## src/rtl/spq_pkg.sv

```systemverilog
// shared types and constants for the sorted priority queue
// no dependencies; imported by every module of the block
package spq_pkg;

  localparam int DEPTH  = 8;
  localparam int OCC_W  = $clog2(DEPTH + 1);
  localparam int VAL_W  = 32;
  localparam int PRI_W  = 16;
  localparam int DATA_W = VAL_W + PRI_W;

  typedef enum logic {
    CMD_ENQ = 1'b0,
    CMD_DEQ = 1'b1
  } cmd_t;

  typedef enum logic [1:0] {
    STAT_ENQUEUED = 2'd0,
    STAT_FULL     = 2'd1,
    STAT_DEQUEUED = 2'd2,
    STAT_EMPTY    = 2'd3
  } status_t;

  typedef enum logic {
    ST_IDLE = 1'b0,
    ST_HOLD = 1'b1
  } state_t;

  // controller to datapath
  typedef struct packed {
    logic exec;
  } ctrl_cmd_t;

endpackage

```

## src/rtl/sorted_priority_queue.sv

```systemverilog
// top level of the sorted priority queue: controller plus slot datapath
// depends on spq_pkg, spq_ctrl, spq_datapath
//
//   channel  dir  handshake            payload
//   s_*      in   s_tvalid/s_tready    tdata: value, priority; tuser: cmd
//   m_*      out  m_tvalid/m_tready    tdata: value, priority; tuser: status
//
// compare and shift happen across all slots at once
// one result per item, held in an output register until taken
// a new item is taken in the same cycle that the held result leaves
// rst is synchronous and empties the queue; slot contents are not cleared
module sorted_priority_queue
  import spq_pkg::*;
(
  input  logic              clk,
  input  logic              rst,
  input  logic              s_tvalid,
  output logic              s_tready,
  input  logic [DATA_W-1:0] s_tdata,  // item_value[31:0], item_priority[47:32]
  input  logic              s_tuser,  // cmd[0]
  output logic              m_tvalid,
  input  logic              m_tready,
  output logic [DATA_W-1:0] m_tdata,  // out_value[31:0], out_priority[47:32]
  output logic [1:0]        m_tuser   // status[1:0]
);

  ctrl_cmd_t               cmd;
  status_t                 res_status;
  logic signed [VAL_W-1:0] res_value;
  logic signed [PRI_W-1:0] res_priority;

  spq_ctrl u_ctrl (
    .clk      (clk),
    .rst      (rst),
    .s_tvalid (s_tvalid),
    .s_tready (s_tready),
    .m_tvalid (m_tvalid),
    .m_tready (m_tready),
    .cmd      (cmd)
  );

  spq_datapath u_datapath (
    .clk          (clk),
    .rst          (rst),
    .cmd          (cmd),
    .in_cmd       (cmd_t'(s_tuser)),
    .in_value     (s_tdata[VAL_W-1:0]),
    .in_priority  (s_tdata[DATA_W-1:VAL_W]),
    .res_status   (res_status),
    .res_value    (res_value),
    .res_priority (res_priority)
  );

  assign m_tdata = {res_priority, res_value};
  assign m_tuser = res_status;

endmodule

```

## src/rtl/spq_ctrl.sv

```systemverilog
// handshake controller: accepts items and holds the result register valid
// depends on spq_pkg
module spq_ctrl
  import spq_pkg::*;
(
  input  logic      clk,
  input  logic      rst,
  input  logic      s_tvalid,
  output logic      s_tready,
  output logic      m_tvalid,
  input  logic      m_tready,
  output ctrl_cmd_t cmd
);

  state_t state, state_next;
  logic   in_fire;

  assign in_fire = s_tvalid && s_tready;

  always_ff @(posedge clk) begin
    if (rst) begin
      state <= ST_IDLE;
    end else begin
      state <= state_next;
    end
  end

  always_comb begin
    state_next = state;
    case (state)
      ST_IDLE: begin
        if (in_fire) state_next = ST_HOLD;
      end
      ST_HOLD: begin
        if (m_tready && !in_fire) state_next = ST_IDLE;
      end
      default: state_next = ST_IDLE;
    endcase
  end

  // a new item may enter while the held result leaves in the same cycle
  always_comb begin
    s_tready = 1'b0;
    m_tvalid = 1'b0;
    case (state)
      ST_IDLE: s_tready = 1'b1;
      ST_HOLD: begin
        s_tready = m_tready;
        m_tvalid = 1'b1;
      end
      default: s_tready = 1'b0;
    endcase
    cmd.exec = s_tvalid && s_tready;
  end

endmodule

```

## src/rtl/spq_datapath.sv

```systemverilog
// slot row with per-slot compare and shift, occupancy count, result register
// depends on spq_pkg
module spq_datapath
  import spq_pkg::*;
(
  input  logic                    clk,
  input  logic                    rst,
  input  ctrl_cmd_t               cmd,
  input  cmd_t                    in_cmd,
  input  logic signed [VAL_W-1:0] in_value,
  input  logic signed [PRI_W-1:0] in_priority,
  output status_t                 res_status,
  output logic signed [VAL_W-1:0] res_value,
  output logic signed [PRI_W-1:0] res_priority
);

  logic signed [VAL_W-1:0] slot_value [DEPTH];
  logic signed [PRI_W-1:0] slot_priority [DEPTH];
  logic signed [VAL_W-1:0] slot_value_next [DEPTH];
  logic signed [PRI_W-1:0] slot_priority_next [DEPTH];
  logic [OCC_W-1:0]        occupancy;
  logic [DEPTH-1:0]        stay;
  logic                    full, empty, do_enq, do_deq;

  assign full   = (occupancy == OCC_W'(DEPTH));
  assign empty  = (occupancy == '0);
  assign do_enq = cmd.exec && (in_cmd == CMD_ENQ) && !full;
  assign do_deq = cmd.exec && (in_cmd == CMD_DEQ) && !empty;

  // live slots at or above the new priority keep their place
  for (genvar i = 0; i < DEPTH; i++) begin : g_slot
    assign stay[i] = (occupancy > OCC_W'(i)) && (slot_priority[i] >= in_priority);

    always_comb begin
      slot_value_next[i]    = slot_value[i];
      slot_priority_next[i] = slot_priority[i];
      if (do_enq && !stay[i]) begin
        if (i == 0) begin
          slot_value_next[i]    = in_value;
          slot_priority_next[i] = in_priority;
        end else begin
          if (stay[(i == 0) ? 0 : i - 1]) begin
            slot_value_next[i]    = in_value;
            slot_priority_next[i] = in_priority;
          end else begin
            slot_value_next[i]    = slot_value[(i == 0) ? 0 : i - 1];
            slot_priority_next[i] = slot_priority[(i == 0) ? 0 : i - 1];
          end
        end
      end else if (do_deq && (i < DEPTH - 1)) begin
        slot_value_next[i]    = slot_value[(i < DEPTH - 1) ? i + 1 : i];
        slot_priority_next[i] = slot_priority[(i < DEPTH - 1) ? i + 1 : i];
      end
    end
  end

  always_ff @(posedge clk) begin
    for (int i = 0; i < DEPTH; i++) begin
      slot_value[i]    <= slot_value_next[i];
      slot_priority[i] <= slot_priority_next[i];
    end
  end

  always_ff @(posedge clk) begin
    if (rst) begin
      occupancy <= '0;
    end else if (do_enq) begin
      occupancy <= occupancy + OCC_W'(1);
    end else if (do_deq) begin
      occupancy <= occupancy - OCC_W'(1);
    end
  end

  // result register, loaded once per accepted item
  always_ff @(posedge clk) begin
    if (cmd.exec) begin
      res_value    <= in_value;
      res_priority <= in_priority;
      if (in_cmd == CMD_ENQ) begin
        res_status <= full ? STAT_FULL : STAT_ENQUEUED;
      end else if (empty) begin
        res_status <= STAT_EMPTY;
      end else begin
        res_status   <= STAT_DEQUEUED;
        res_value    <= slot_value[0];
        res_priority <= slot_priority[0];
      end
    end
  end

endmodule

```

## config.mk

```make
export PLATFORM = sky130hd
export DESIGN_NAME = sorted_priority_queue
export DESIGN_NICKNAME = d
export VERILOG_FILES = /design/src/rtl/spq_pkg.sv /design/src/rtl/sorted_priority_queue.sv /design/src/rtl/spq_ctrl.sv /design/src/rtl/spq_datapath.sv
export SDC_FILE = /design/constraint.sdc
export NUM_CORES = 1
export LEC_CHECK = 0
export ABC_AREA = 0
export BUFFER_PORTS_ARGS = -buffer_cell sky130_fd_sc_hd__clkbuf_2
export CORE_ASPECT_RATIO = 0.75
export CORE_MARGIN = 2
export CORE_UTILIZATION = 63
export CTS_CLUSTER_SIZE = 40
export DETAILED_ROUTE_END_ITERATION = 12
export PLACE_DENSITY = 0.93
export SYNTH_ARGS = -nofsm -noshare
export SYNTH_HDL_FRONTEND = slang
export SYNTH_HIERARCHICAL = 1
export SYNTH_SLANG_ARGS = --single-unit
```

## constraint.sdc

```tcl
create_clock -name clk -period 9.2 [get_ports clk]
set_input_delay 0.92 -clock clk [delete_from_list [all_inputs] [get_ports clk]]
set_output_delay 0.92 -clock clk [all_outputs]
set_load 0.1 [all_outputs]
```

# [Word level (Yosys, flattened, before mapping)]
# Memory sizes are Yosys's and may differ from the RTL's.
# Cells that the tools add are included.
[word_totals] regBits=55 mem_bits_rw=384 in_bits=53 out_inout_bits=52 word_cells=121 n_memories=2
[classes] add_sub_neg=2 n_lt_le_gt_ge=16 eq_ne=1 muxes=58 bitwise=2 n_reduce_logical=35
[memory_table] memory="u_datapath.slot_value" depth=8 word_bits=32 read_ports=8 rd_ports_with_merged_regs=0 wr=8 line_no="spq_datapath.sv:17" rtl="logic signed [VAL_W-1:0] slot_value [DEPTH];"
[memory_table] memory="u_datapath.slot_priority" depth=8 word_bits=16 read_ports=8 rd_ports_with_merged_regs=0 wr=8 line_no="spq_datapath.sv:18" rtl="logic signed [PRI_W-1:0] slot_priority [DEPTH];"
[ops] operator="32-bit 2-to-1 mux" n=24
[ops] operator="16-bit 2-to-1 mux" n=24
[ops] operator="16-bit >= comparator" n=8
[ops] operator="1-bit logical AND" n=22
[ops] operator="4-bit by 3-bit greater-than comparator with 1-bit output (second input constant)" n=4
[ops] operator="1-bit zero test" n=11
[ops] operator="4-bit by 1-bit greater-than comparator with 1-bit output (second input constant)" n=2
[ops] operator="4-bit by 2-bit greater-than comparator with 1-bit output (second input constant)" n=2
[ops] operator="4-bit 2-to-1 mux" n=2
[ops] operator="1-bit 2-to-1 mux" n=5
[ops] operator="4-bit by 1-bit adder with 4-bit output (second input constant)" n=1
[ops] operator="4-bit == test (second input constant)" n=1
[ops] operator="4-bit zero test" n=1
[ops] operator="1-bit case mux with 2 select lines" n=2
[ops] operator="4-bit by 1-bit subtractor with 4-bit output (second input constant)" n=1
[ops] operator="2-bit 2-to-1 mux" n=1
[ops] operator="1-bit inverter" n=2
[ops] operator="2-bit nonzero test" n=1

# [Logic depth before layout (Yosys ltp)]
# Gate-level depths: netlist of run 1.
[depth] ltp_word=7 ltp_mapped=14 mapped_depth_nobuf=9

# [Hierarchy]
# Netlist of run 1, hierarchy kept.
[modules_own_cells] mod="spq_datapath" instances=1 cells_each=1996 area_each_um2=24430.9 seq_area_each_um2=13112.6
[modules_own_cells] mod="spq_ctrl" instances=1 cells_each=5 area_each_um2=55.1 seq_area_each_um2=20.0

# [Worst setup path after synthesis of run 1]
# OpenSTA, ideal clock, no wires.
[synth_path] kind="input-to-reg" start="input s_tdata[41]" end="memory u_datapath.slot_priority[6][0], in the netlist u_datapath/slot_priority[1][32], enable pin" setup_ps=520 arrival_time_ps=6398 setup_slack_ps=2282 cell_stages=12 cell_sequence="clkbuf_1 > inv_1 > ha_1 > a21o_1 > a21o_1 > a211o_1 > a31oi_1 > and3_1 > nor3_1 > buf_2 > buf_2 > o21ai_0"
[synth_lines] item="start: declaration" line_no="sorted_priority_queue.sv:19" rtl="input logic [DATA_W-1:0] s_tdata,"
[synth_lines] item="end: declaration" line_no="spq_datapath.sv:18"

==> results of run 1 <==
==> worst max path at each step <==
stage / start / cells past startpoint / to / slack [ns]
after floorplan: s_tdata[41] / 12 / u_datapath/slot_priority[1][32] / 2.28
after global placement: s_tdata[45] / 11 / u_datapath/slot_value[0][98] / 4.15
after detailed placement: s_tdata[45] / 11 / u_datapath/slot_value[0][127] / 4.08
after CTS: s_tdata[45] / 11 / u_datapath/slot_value[0][127] / 4.64
after global routing: s_tdata[45] / 11 / u_datapath/slot_value[0][127] / 4.32
final: s_tdata[45] / 11 / u_datapath/slot_value[0][102] / 4.41
==> state kept, by name, indices dropped and copies added (netlist names) <==
| signal | count |
|---|---|
| u_datapath/res_status | 2 |
| u_datapath/slot_value | 256 |
| u_datapath/occupancy | 4 |
| u_datapath/res_priority | 16 |
| u_datapath/slot_priority | 128 |
| u_datapath/res_value | 32 |
| u_ctrl/state | 1 |
==> worst reg2reg max path, delay by kind of cell, from the launching register on <==
| kind | cells | cell delay (ns) |
|---|---|---|
| buf+inv | 1 | 0.48 |
| compound gates | 5 | 2.22 |
| mux | 1 | 0.27 |
| flops | 1 | 0.43 |
| fa+ha+maj | 1 | 0.31 |
| simple gates | 1 | 0.38 |
==> per-layer routing <==
layer / up-vias / routed length [um]
met5: - / 0
met4: 0 / 1357
met2: 1303 / 30430
met3: 137 / 8501
met1: 8510 / 29250
li1: 7558 / -
==> layout make-up <==
type | count | area [sq um]
Fill cell | 2577 | 11750
Clock buffer | 58 | 1175
Tap cell | 512 | 640.6
Timing Repair Buffer | 130 | 715.7
Clock inverter | 21 | 173.9
Multi-Input combinational cell | 1368 | 10630
Inverter | 30 | 112.6
Sequential cell | 439 | 13130
==> logic make-up after synthesis <==
group / count (synthesis) / share of synthesized area
fa+ha+maj: 132 / 0.06745
simple gates: 314 / 0.05687
flops: 439 / 0.5363
xor+xnor: 2 / 0.0007155
buf+inv: 194 / 0.03516
compound gates: 456 / 0.1018
mux: 464 / 0.2016
==> per-stage QoR <==
step	cell area, sq um	hold WS [ns]	worst slack [ns]	cells	total power, W
floorplan	24490	0.5160	2.282	2001	0.003771
global placement	25230	0.4913	4.145	2479	0.004140
detailed placement	25230	0.5021	4.081	2479	0.004208
CTS	26580	0.5109	4.636	2558	0.005936
global route	26580	0.5316	4.320	2558	0.006163
finish	26580	0.5072	4.415	2558	0.005978
==> placed cells by master (no fill, tap or decap), drive strengths merged, types with 7 or more instances in the layout <==
cell | Yosys | layout
a21o | 26 | 26
a21oi | 188 | 188
and4 | 7 | 7
buf | 80 | 26
clkbuf | 84 | 162
clkinv | 0 | 17
edfxtp | 434 | 434
ha | 132 | 132
inv | 30 | 32
mux2 | 222 | 222
mux2i | 242 | 242
nand2 | 171 | 171
nand2b | 7 | 7
nand3 | 9 | 9
nand4 | 22 | 22
nor2 | 67 | 67
nor2b | 7 | 7
o211ai | 10 | 10
o21ai | 195 | 195
==> power by group through the flow <==
stage                     Sequential [W]  Combinational, W  Clock (W)
after floorplan                  0.00287          0.000899          0
after global placement           0.00276           0.00138          0
after detailed placement         0.00277           0.00144          0
after CTS                        0.00273           0.00145    0.00175
after global routing             0.00276           0.00157    0.00183
final                            0.00275           0.00149    0.00174
==> flow_summary.toml, run 1 <==
[hold_path]
hold_depth = 2
hp-start = "u_ctrl/state"
min_to = "u_ctrl/state"
hold_path.class = "flip-flop to flip-flop"

[sta]
rsz0062_at_grt = "false"
finalCriticalPeriod_ns = 4.785
fin_skew_ns = 0.01767
setup_tns_ns = 0
fmax_mhz = 209.0
setup-violations-final = 0
finalHoldViolCount = 0
slew_viol_final = 0
timing.final.crit_share = 0.5202
max_slew_margin = 0.1559
worstMarginPinSlew_ns = 1.259

[synth]
synth_seq_cells = 439
syn_inst = 2001
ys_warn_count = 6
yosysTopAreaCell = "edfxtp_1"
syn_area_sq_mm = 0.02449
synthFlopType = "edfxtp_1"
synth_seq_area_share = 0.5363
yosys.cell_types.count = 62
avgSynthCellArea_sq_um = 12.24
yosys.cell_count.top_type = "edfxtp_1"
synth.area.top_cells = "edfxtp_1, mux2i_1, mux2_2"
synthArstFlopShare = 0
yosysTopAreaCellShare = 0.5322
synth_edf_count = 434
synthTopCellsByCount = "edfxtp_1, mux2i_1, mux2_2, o21ai_0, a21oi_1"
syn_nets = 2186

[placement]
dp_hpwl_um = 41540
port_buffers = 104
globalplace.congestion = 0.9469

[worst_setup_path]
critical_path.max_stage_delay_ns = 0.91
path_max_fanout = 28
r2r_cells = 9
crit_path_end_kind = "flip-flop"
crit_top_cell = "o21ai_0"
critPathSlowestCell = "a2111oi_0"
r2r-start = "u_datapath/slot_priority[0][45]"
crit_arrival_ns = 5.03
crit_type = "input port to flip-flop"
worstPathRequired_ns = 9.45
crit_family = "compound AO/OA/AOI/OAI gates"
path_cells = "clkbuf_2 -> inv_1 -> ha_1 -> a21o_1 -> a2111oi_0 -> o21ai_0 -> a221oi_1 -> nor2_4 -> buf_4 -> mux2i_1 -> o21ai_0"
setup.worst_path.start_class = "input port"
ff2ff_setup_slack_ns = 4.79
r2r-end = "u_datapath/slot_value[0][102]"
path_buf_inv = 3

[cts]
cts_max_level = 2
clockBufferDepth = 3
cts_setup_buffers = 0
root_buffer = "clkbuf_16"
hold_buffers = 0
clk_latency_ns = 0.57
cts_tree = "built"
cts.sinks = 439
numCtsBuffers = 44
clk_pin_slew_ns = 0.06
cts_resized = 0

[global_routing]
grt_max_degree = 98
grt_pass1_wl_um = 104400
met3_usage = 0.07490
grt_usage = 0.3409
grtUsageMet2 = 0.5152
antenna_found_initial = 0
grt_pass1_vias = 17220
grt_util_met1 = 0.5085
overflow = 0
top_usage_layer = "met2"

[flow_run]
cap_violations = 0

[finish]
num_antenna_cells = 0
nets = 2198
fin_util = 0.6935
area_growth_syn_to_layout_pct = 8.534
layout-drive-gt1-share = 0.2043

[power_and_ir_drop]
power_leakage_nw = 9.955
p_sw_w = 0.001944
pwr-share-seq = 0.459
pwr-share-comb = 0.249
p_per_area_mw_per_mm2 = 224.9
clock_power_share = 0.292
switching_share = 0.3252
p_int_w = 0.004034
peakVddDrop_mv = 0.1288

[outcome]
status = "completed"

[drt]
viasPerCell = 6.844
ant_nets = 0
dr.pass1.iters = 8
wl_per_cell_um = 27.19
drc = 0
vias = 17510
wl_um = 69540
dr.first_iter.drc_count = 2710

[floorplanning]
die_area_sq_mm = 0.04048
die_w_um = 231.6
num_rows = 62
io_pins = 105
fp.dieH_um = 174.7
core_area_sq_mm = 0.03832
initial_core_util = 0.6390
No activity file was read; power rests on OpenSTA's default activity.
==> run 2: changes to the inputs <==
- clock period: 9.2 -> 4.6 ns (I/O delays scaled with it)
==> flow_summary.toml, run 2 (synthesis results as in run 1) <==
[placement]
place_inst = 2497
globalplace.congestion = 1.022
dp_hpwl_um = 43710
port_buffers = 104

[sta]
finalCriticalPeriod_ns = 4.328
slew_viol_final = 0
setup_tns_ns = 0
fmax_mhz = 231.0
fin_skew_ns = 0.02333
finalHoldViolCount = 0
setup-violations-final = 0
rsz0062_at_grt = "false"
timing.final.crit_share = 0.9409
worstMarginPinSlew_ns = 1.362
max_slew_margin = 0.06843

[cts]
clk_pin_slew_ns = 0.06
numCtsBuffers = 43
hold_buffers = 0
root_buffer = "clkbuf_16"
clk_latency_ns = 0.57
cts_tree = "built"
cts_max_level = 2
cts_resized = 0
cts.sinks = 439
clockBufferDepth = 3
cts_setup_buffers = 0

[drt]
vias = 17710
wl_um = 70310
drc = 0
dr.first_iter.drc_count = 2145
ant_nets = 0
wl_per_cell_um = 27.28
viasPerCell = 6.872
dr.pass1.iters = 5

[worst_setup_path]
path_cells = "ha_1 -> a21o_1 -> a2111oi_0 -> o21ai_0 -> a221oi_1 -> o21ai_4 -> nand2_2 -> buf_4"
crit_type = "flip-flop to flip-flop"
worstPathRequired_ns = 4.84
critPathSlowestCell = "a2111oi_0"
path_buf_inv = 1
crit_family = "compound AO/OA/AOI/OAI gates"
crit_arrival_ns = 4.56
setup.worst_path.start_class = "flip-flop"
ff2ff_setup_slack_ns = 0.27
critical_path.max_stage_delay_ns = 1.16
crit_path_end_kind = "flip-flop"
path_max_fanout = 17

[power_and_ir_drop]
p_int_w = 0.008397
pwr-share-comb = 0.246
clock_power_share = 0.309
p_per_area_mw_per_mm2 = 456.4
peakVddDrop_mv = 0.3045
pwr-share-seq = 0.445
switching_share = 0.3191
p_sw_w = 0.003935
power_leakage_nw = 10.17

[finish]
final_cell_mix = "edfxtp_1, mux2i_1, mux2_2, o21ai_0, a21oi_1"
area_growth_syn_to_layout_pct = 10.34
final_common_cell = "edfxtp_1"
reg.largest.list = "u_datapath/slot_value: 256 flops, u_datapath/slot_priority: 128 flops, u_datapath/res_value: 32 flops"
num_antenna_cells = 0
regMostFlops = "u_datapath/slot_value"
final_cells = 2577
largest_register_ffs = 256
layout-drive-gt1-share = 0.2189
nets = 2215

[flow_run]
cap_violations = 0

[outcome]
status = "completed"

[global_routing]
overflow = 0
grt_pass1_vias = 17550
grt_pass1_wl_um = 105100
grt_max_degree = 97
antenna_found_initial = 0
grt_usage = 0.3446

[floorplanning]
initial_core_util = 0.6390
die_area_sq_mm = 0.04048
io_pins = 105
num_rows = 62
die_w_um = 231.6
core_area_sq_mm = 0.03832
fp.dieH_um = 174.7

[hold_path]
hold_path.class = "input port to flip-flop"
==> run 2: cell count changes in the layout (fill, tap and decap cells not counted), sizes merged <==
| cell | before | now |
|---|---|---|
| buf | 26 | 44 |
| clkbuf | 162 | 149 |
| clkinvlp | 0 | 4 |
| inv | 32 | 33 |
| clkinv | 17 | 20 |
| bufinv | 2 | 8 |
==> run 2: stage by stage <==
step                setup slack (ns)  cell area (sq um)  utilization  total power, W  hold WS, ns
finish                        0.2719              27020       0.7050         0.01233       0.1537
global route                  0.1986              27020       0.7050         0.01271       0.1630
CTS                           0.5958              27020       0.7050         0.01226       0.1538
detailed placement           0.09369              25520       0.6659        0.008481       0.5067
global placement              0.1457              25520       0.6659        0.008349       0.4890
floorplan                    0.01775              24510            -        0.007540       0.5133
==> run 2: worst paths after layout <==
path	start	to	cells after the start
max	u_datapath/slot_priority[0][45]	u_datapath/slot_value[0][67]	8
min	rst	u_ctrl/state	2
max reg2reg	u_datapath/slot_priority[0][45]	u_datapath/slot_value[0][67]	8
min reg2reg	u_ctrl/state	u_ctrl/state	2
==> run 2: cell type report <==
type	instances	area [sq um]
tap	512	640.6
multi-input combinational	1368	10620
clock inverter	35	394.1
timing repair buffer	148	1013
clock buffer	45	1105
fill	2557	11300
sequential	439	13140
inverter	30	112.6
==> run 2: per-layer routing <==
| metal | routed length (um) | global-route usage |
|---|---|---|
| met5 | 0 | 0 |
| met4 | 2209 | 0.1266 |
| met3 | 7963 | 0.07131 |
| met2 | 30690 | 0.5132 |
| met1 | 29450 | 0.5022 |
==> run 2: power groups by stage <==
stage	logic (W)	clock network [W]	registers, W
after global routing	0.00322	0.00398	0.00551
after detailed placement	0.00295	0	0.00553
after CTS	0.00297	0.00383	0.00546
after global placement	0.00284	0	0.00551
final	0.00303	0.00381	0.00549
after floorplan	0.00180	0	0.00574
==> run 3: changes to the inputs <==
- CORE_UTILIZATION: 63 -> 64
- CTS_BUF_LIST: default -> sky130_fd_sc_hd__clkbuf_8
- PLACE_DENSITY: 0.93 -> 0.94
==> flow_summary.toml, run 3 (synthesis results as in run 1) <==
[drt]
wl_per_cell_um = 25.19
ant_nets = 0
viasPerCell = 6.758
dr.pass1.iters = 6
dr.first_iter.drc_count = 2593
vias = 17770
drc = 0
wl_um = 66220

[cts]
hold_buffers = 0
cts_resized = 0
clk_pin_slew_ns = 0.07
cts.sinks = 439
root_buffer = "clkbuf_8"
cts_setup_buffers = 0
clockBufferDepth = 3
cts_tree = "built"
cts_max_level = 3
numCtsBuffers = 70
clk_latency_ns = 0.65

[finish]
final_common_cell = "edfxtp_1"
reg.largest.list = "u_datapath/slot_value: 256 flops, u_datapath/slot_priority: 128 flops, u_datapath/res_value: 32 flops"
fill_cells = 2532
layout-drive-gt1-share = 0.2250
largest_register_ffs = 256
regMostFlops = "u_datapath/slot_value"
area_growth_syn_to_layout_pct = 9.504
nets = 2248
fin_util = 0.7054
final_cells = 2629
final_cell_mix = "edfxtp_1, mux2i_1, mux2_2, o21ai_0, a21oi_1"

[global_routing]
overflow = 0
grt_pass1_vias = 17860
antenna_found_initial = 1
grt_max_degree = 98
grt_usage = 0.3312
grt_pass1_wl_um = 102100

[worst_setup_path]
r2r-start = "u_datapath/slot_priority[0][14]"
crit_type = "flip-flop to flip-flop"
crit_path_end_kind = "flip-flop"
path_max_fanout = 27
crit_arrival_ns = 4.16
startpoint = "u_datapath/slot_priority[0][14]"
setup.worst_path.start_class = "flip-flop"
worstPathRequired_ns = 4.96

[power_and_ir_drop]
power_leakage_nw = 10.18
peakVddDrop_mv = 0.2664
p_per_area_mw_per_mm2 = 435.2

[sta]
finalCriticalPeriod_ns = 3.795
slew_viol_final = 0
worstMarginPinSlew_ns = 1.203
setup_tns_ns = 0
fmax_mhz = 263.5
max_slew_margin = 0.1980
fin_hold_ws_ns = 0.04429
timing.final.crit_share = 0.8250
setup-violations-final = 0
rsz0062_at_grt = "false"
fin_skew_ns = 0.04161
setup_ws_ns = 0.8048
finalHoldViolCount = 0

[floorplanning]
die_w_um = 229.9
fp.dieH_um = 173.4
die_area_sq_mm = 0.03986
io_pins = 105
initial_core_util = 0.6442
num_rows = 62
core_area_sq_mm = 0.03801

[placement]
dp_hpwl_um = 41760
port_buffers = 104
globalplace.congestion = 0.9350
preCtsSetupSlack_ns = 0.5430
place_inst = 2503

[outcome]
status = "completed"

[hold_path]
hp-start = "s_tvalid"
hold_path.class = "input port to flip-flop"

[flow_run]
cap_violations = 0
[run 3: cell count changes in the layout (fill, tap and decap cells not counted), sizes merged]
cell,change
buf,+6
bufinv,-5
clkbuf,+27
clkinv,+8
clkinvlp,-1
diode,+1
inv,+16
[run 3: area by class of cell]
cell class / instances / area, sq um / share of cell area
Inverter: 30 / 112.6 / 0.004200
Multi-Input combinational cell: 1368 / 10620 / 0.3959
Sequential cell: 439 / 13140 / 0.4899
Clock inverter: 53 / 306.5 / 0.01143
Timing Repair Buffer: 154 / 1008 / 0.03761
Antenna cell: 1 / 2.502 / 0.00009333
Tap cell: 512 / 640.6 / 0.02389
Clock buffer: 72 / 991.0 / 0.03696
[run 3: path summary, 6_finish.rpt]
check,endpoint,cells after the start,slack [ns]
hold / removal,u_ctrl/state,3,0.04
setup / recovery,u_datapath/slot_value[0][9],9,0.80
hold reg to reg,u_ctrl/state,2,0.51
setup reg to reg,u_datapath/slot_value[0][9],9,0.80
[run 3: metal layers]
layer	vias up	routed length, um	global-route usage
li1	7668	-	-
met1	8617	26340	0.4657
met2	1291	29210	0.4944
met3	192	8414	0.08586
met4	0	2248	0.1336
met5	-	0	0
[run 3: critical path, stage by stage, from the launching register on]
cell and delay [ns]:
edfxtp_1 0.52, ha_1 0.36, nand4_1 0.14, or3_1 0.42, a21o_1 0.18, a21oi_1 0.13, o21bai_4 0.14, or2_2 0.66
buf_4 0.52, mux2_2 0.41
[run 3: power by group]
| group | total (W) | internal (W) | switching [W] |
|---|---|---|---|
| registers | 0.00547 | 0.00515 | 0.000324 |
| logic | 0.00297 | 0.00104 | 0.00193 |
| clock network | 0.00323 | 0.00163 | 0.00160 |
[run 3: through the flow]
stage / power [W] / area (sq um)
final: 0.01167 / 26810
after CTS: 0.01160 / 26810
after global placement: 0.008225 / 25510
after detailed placement: 0.008396 / 25510
after global routing: 0.01207 / 26810
after floorplan: 0.007540 / 24510
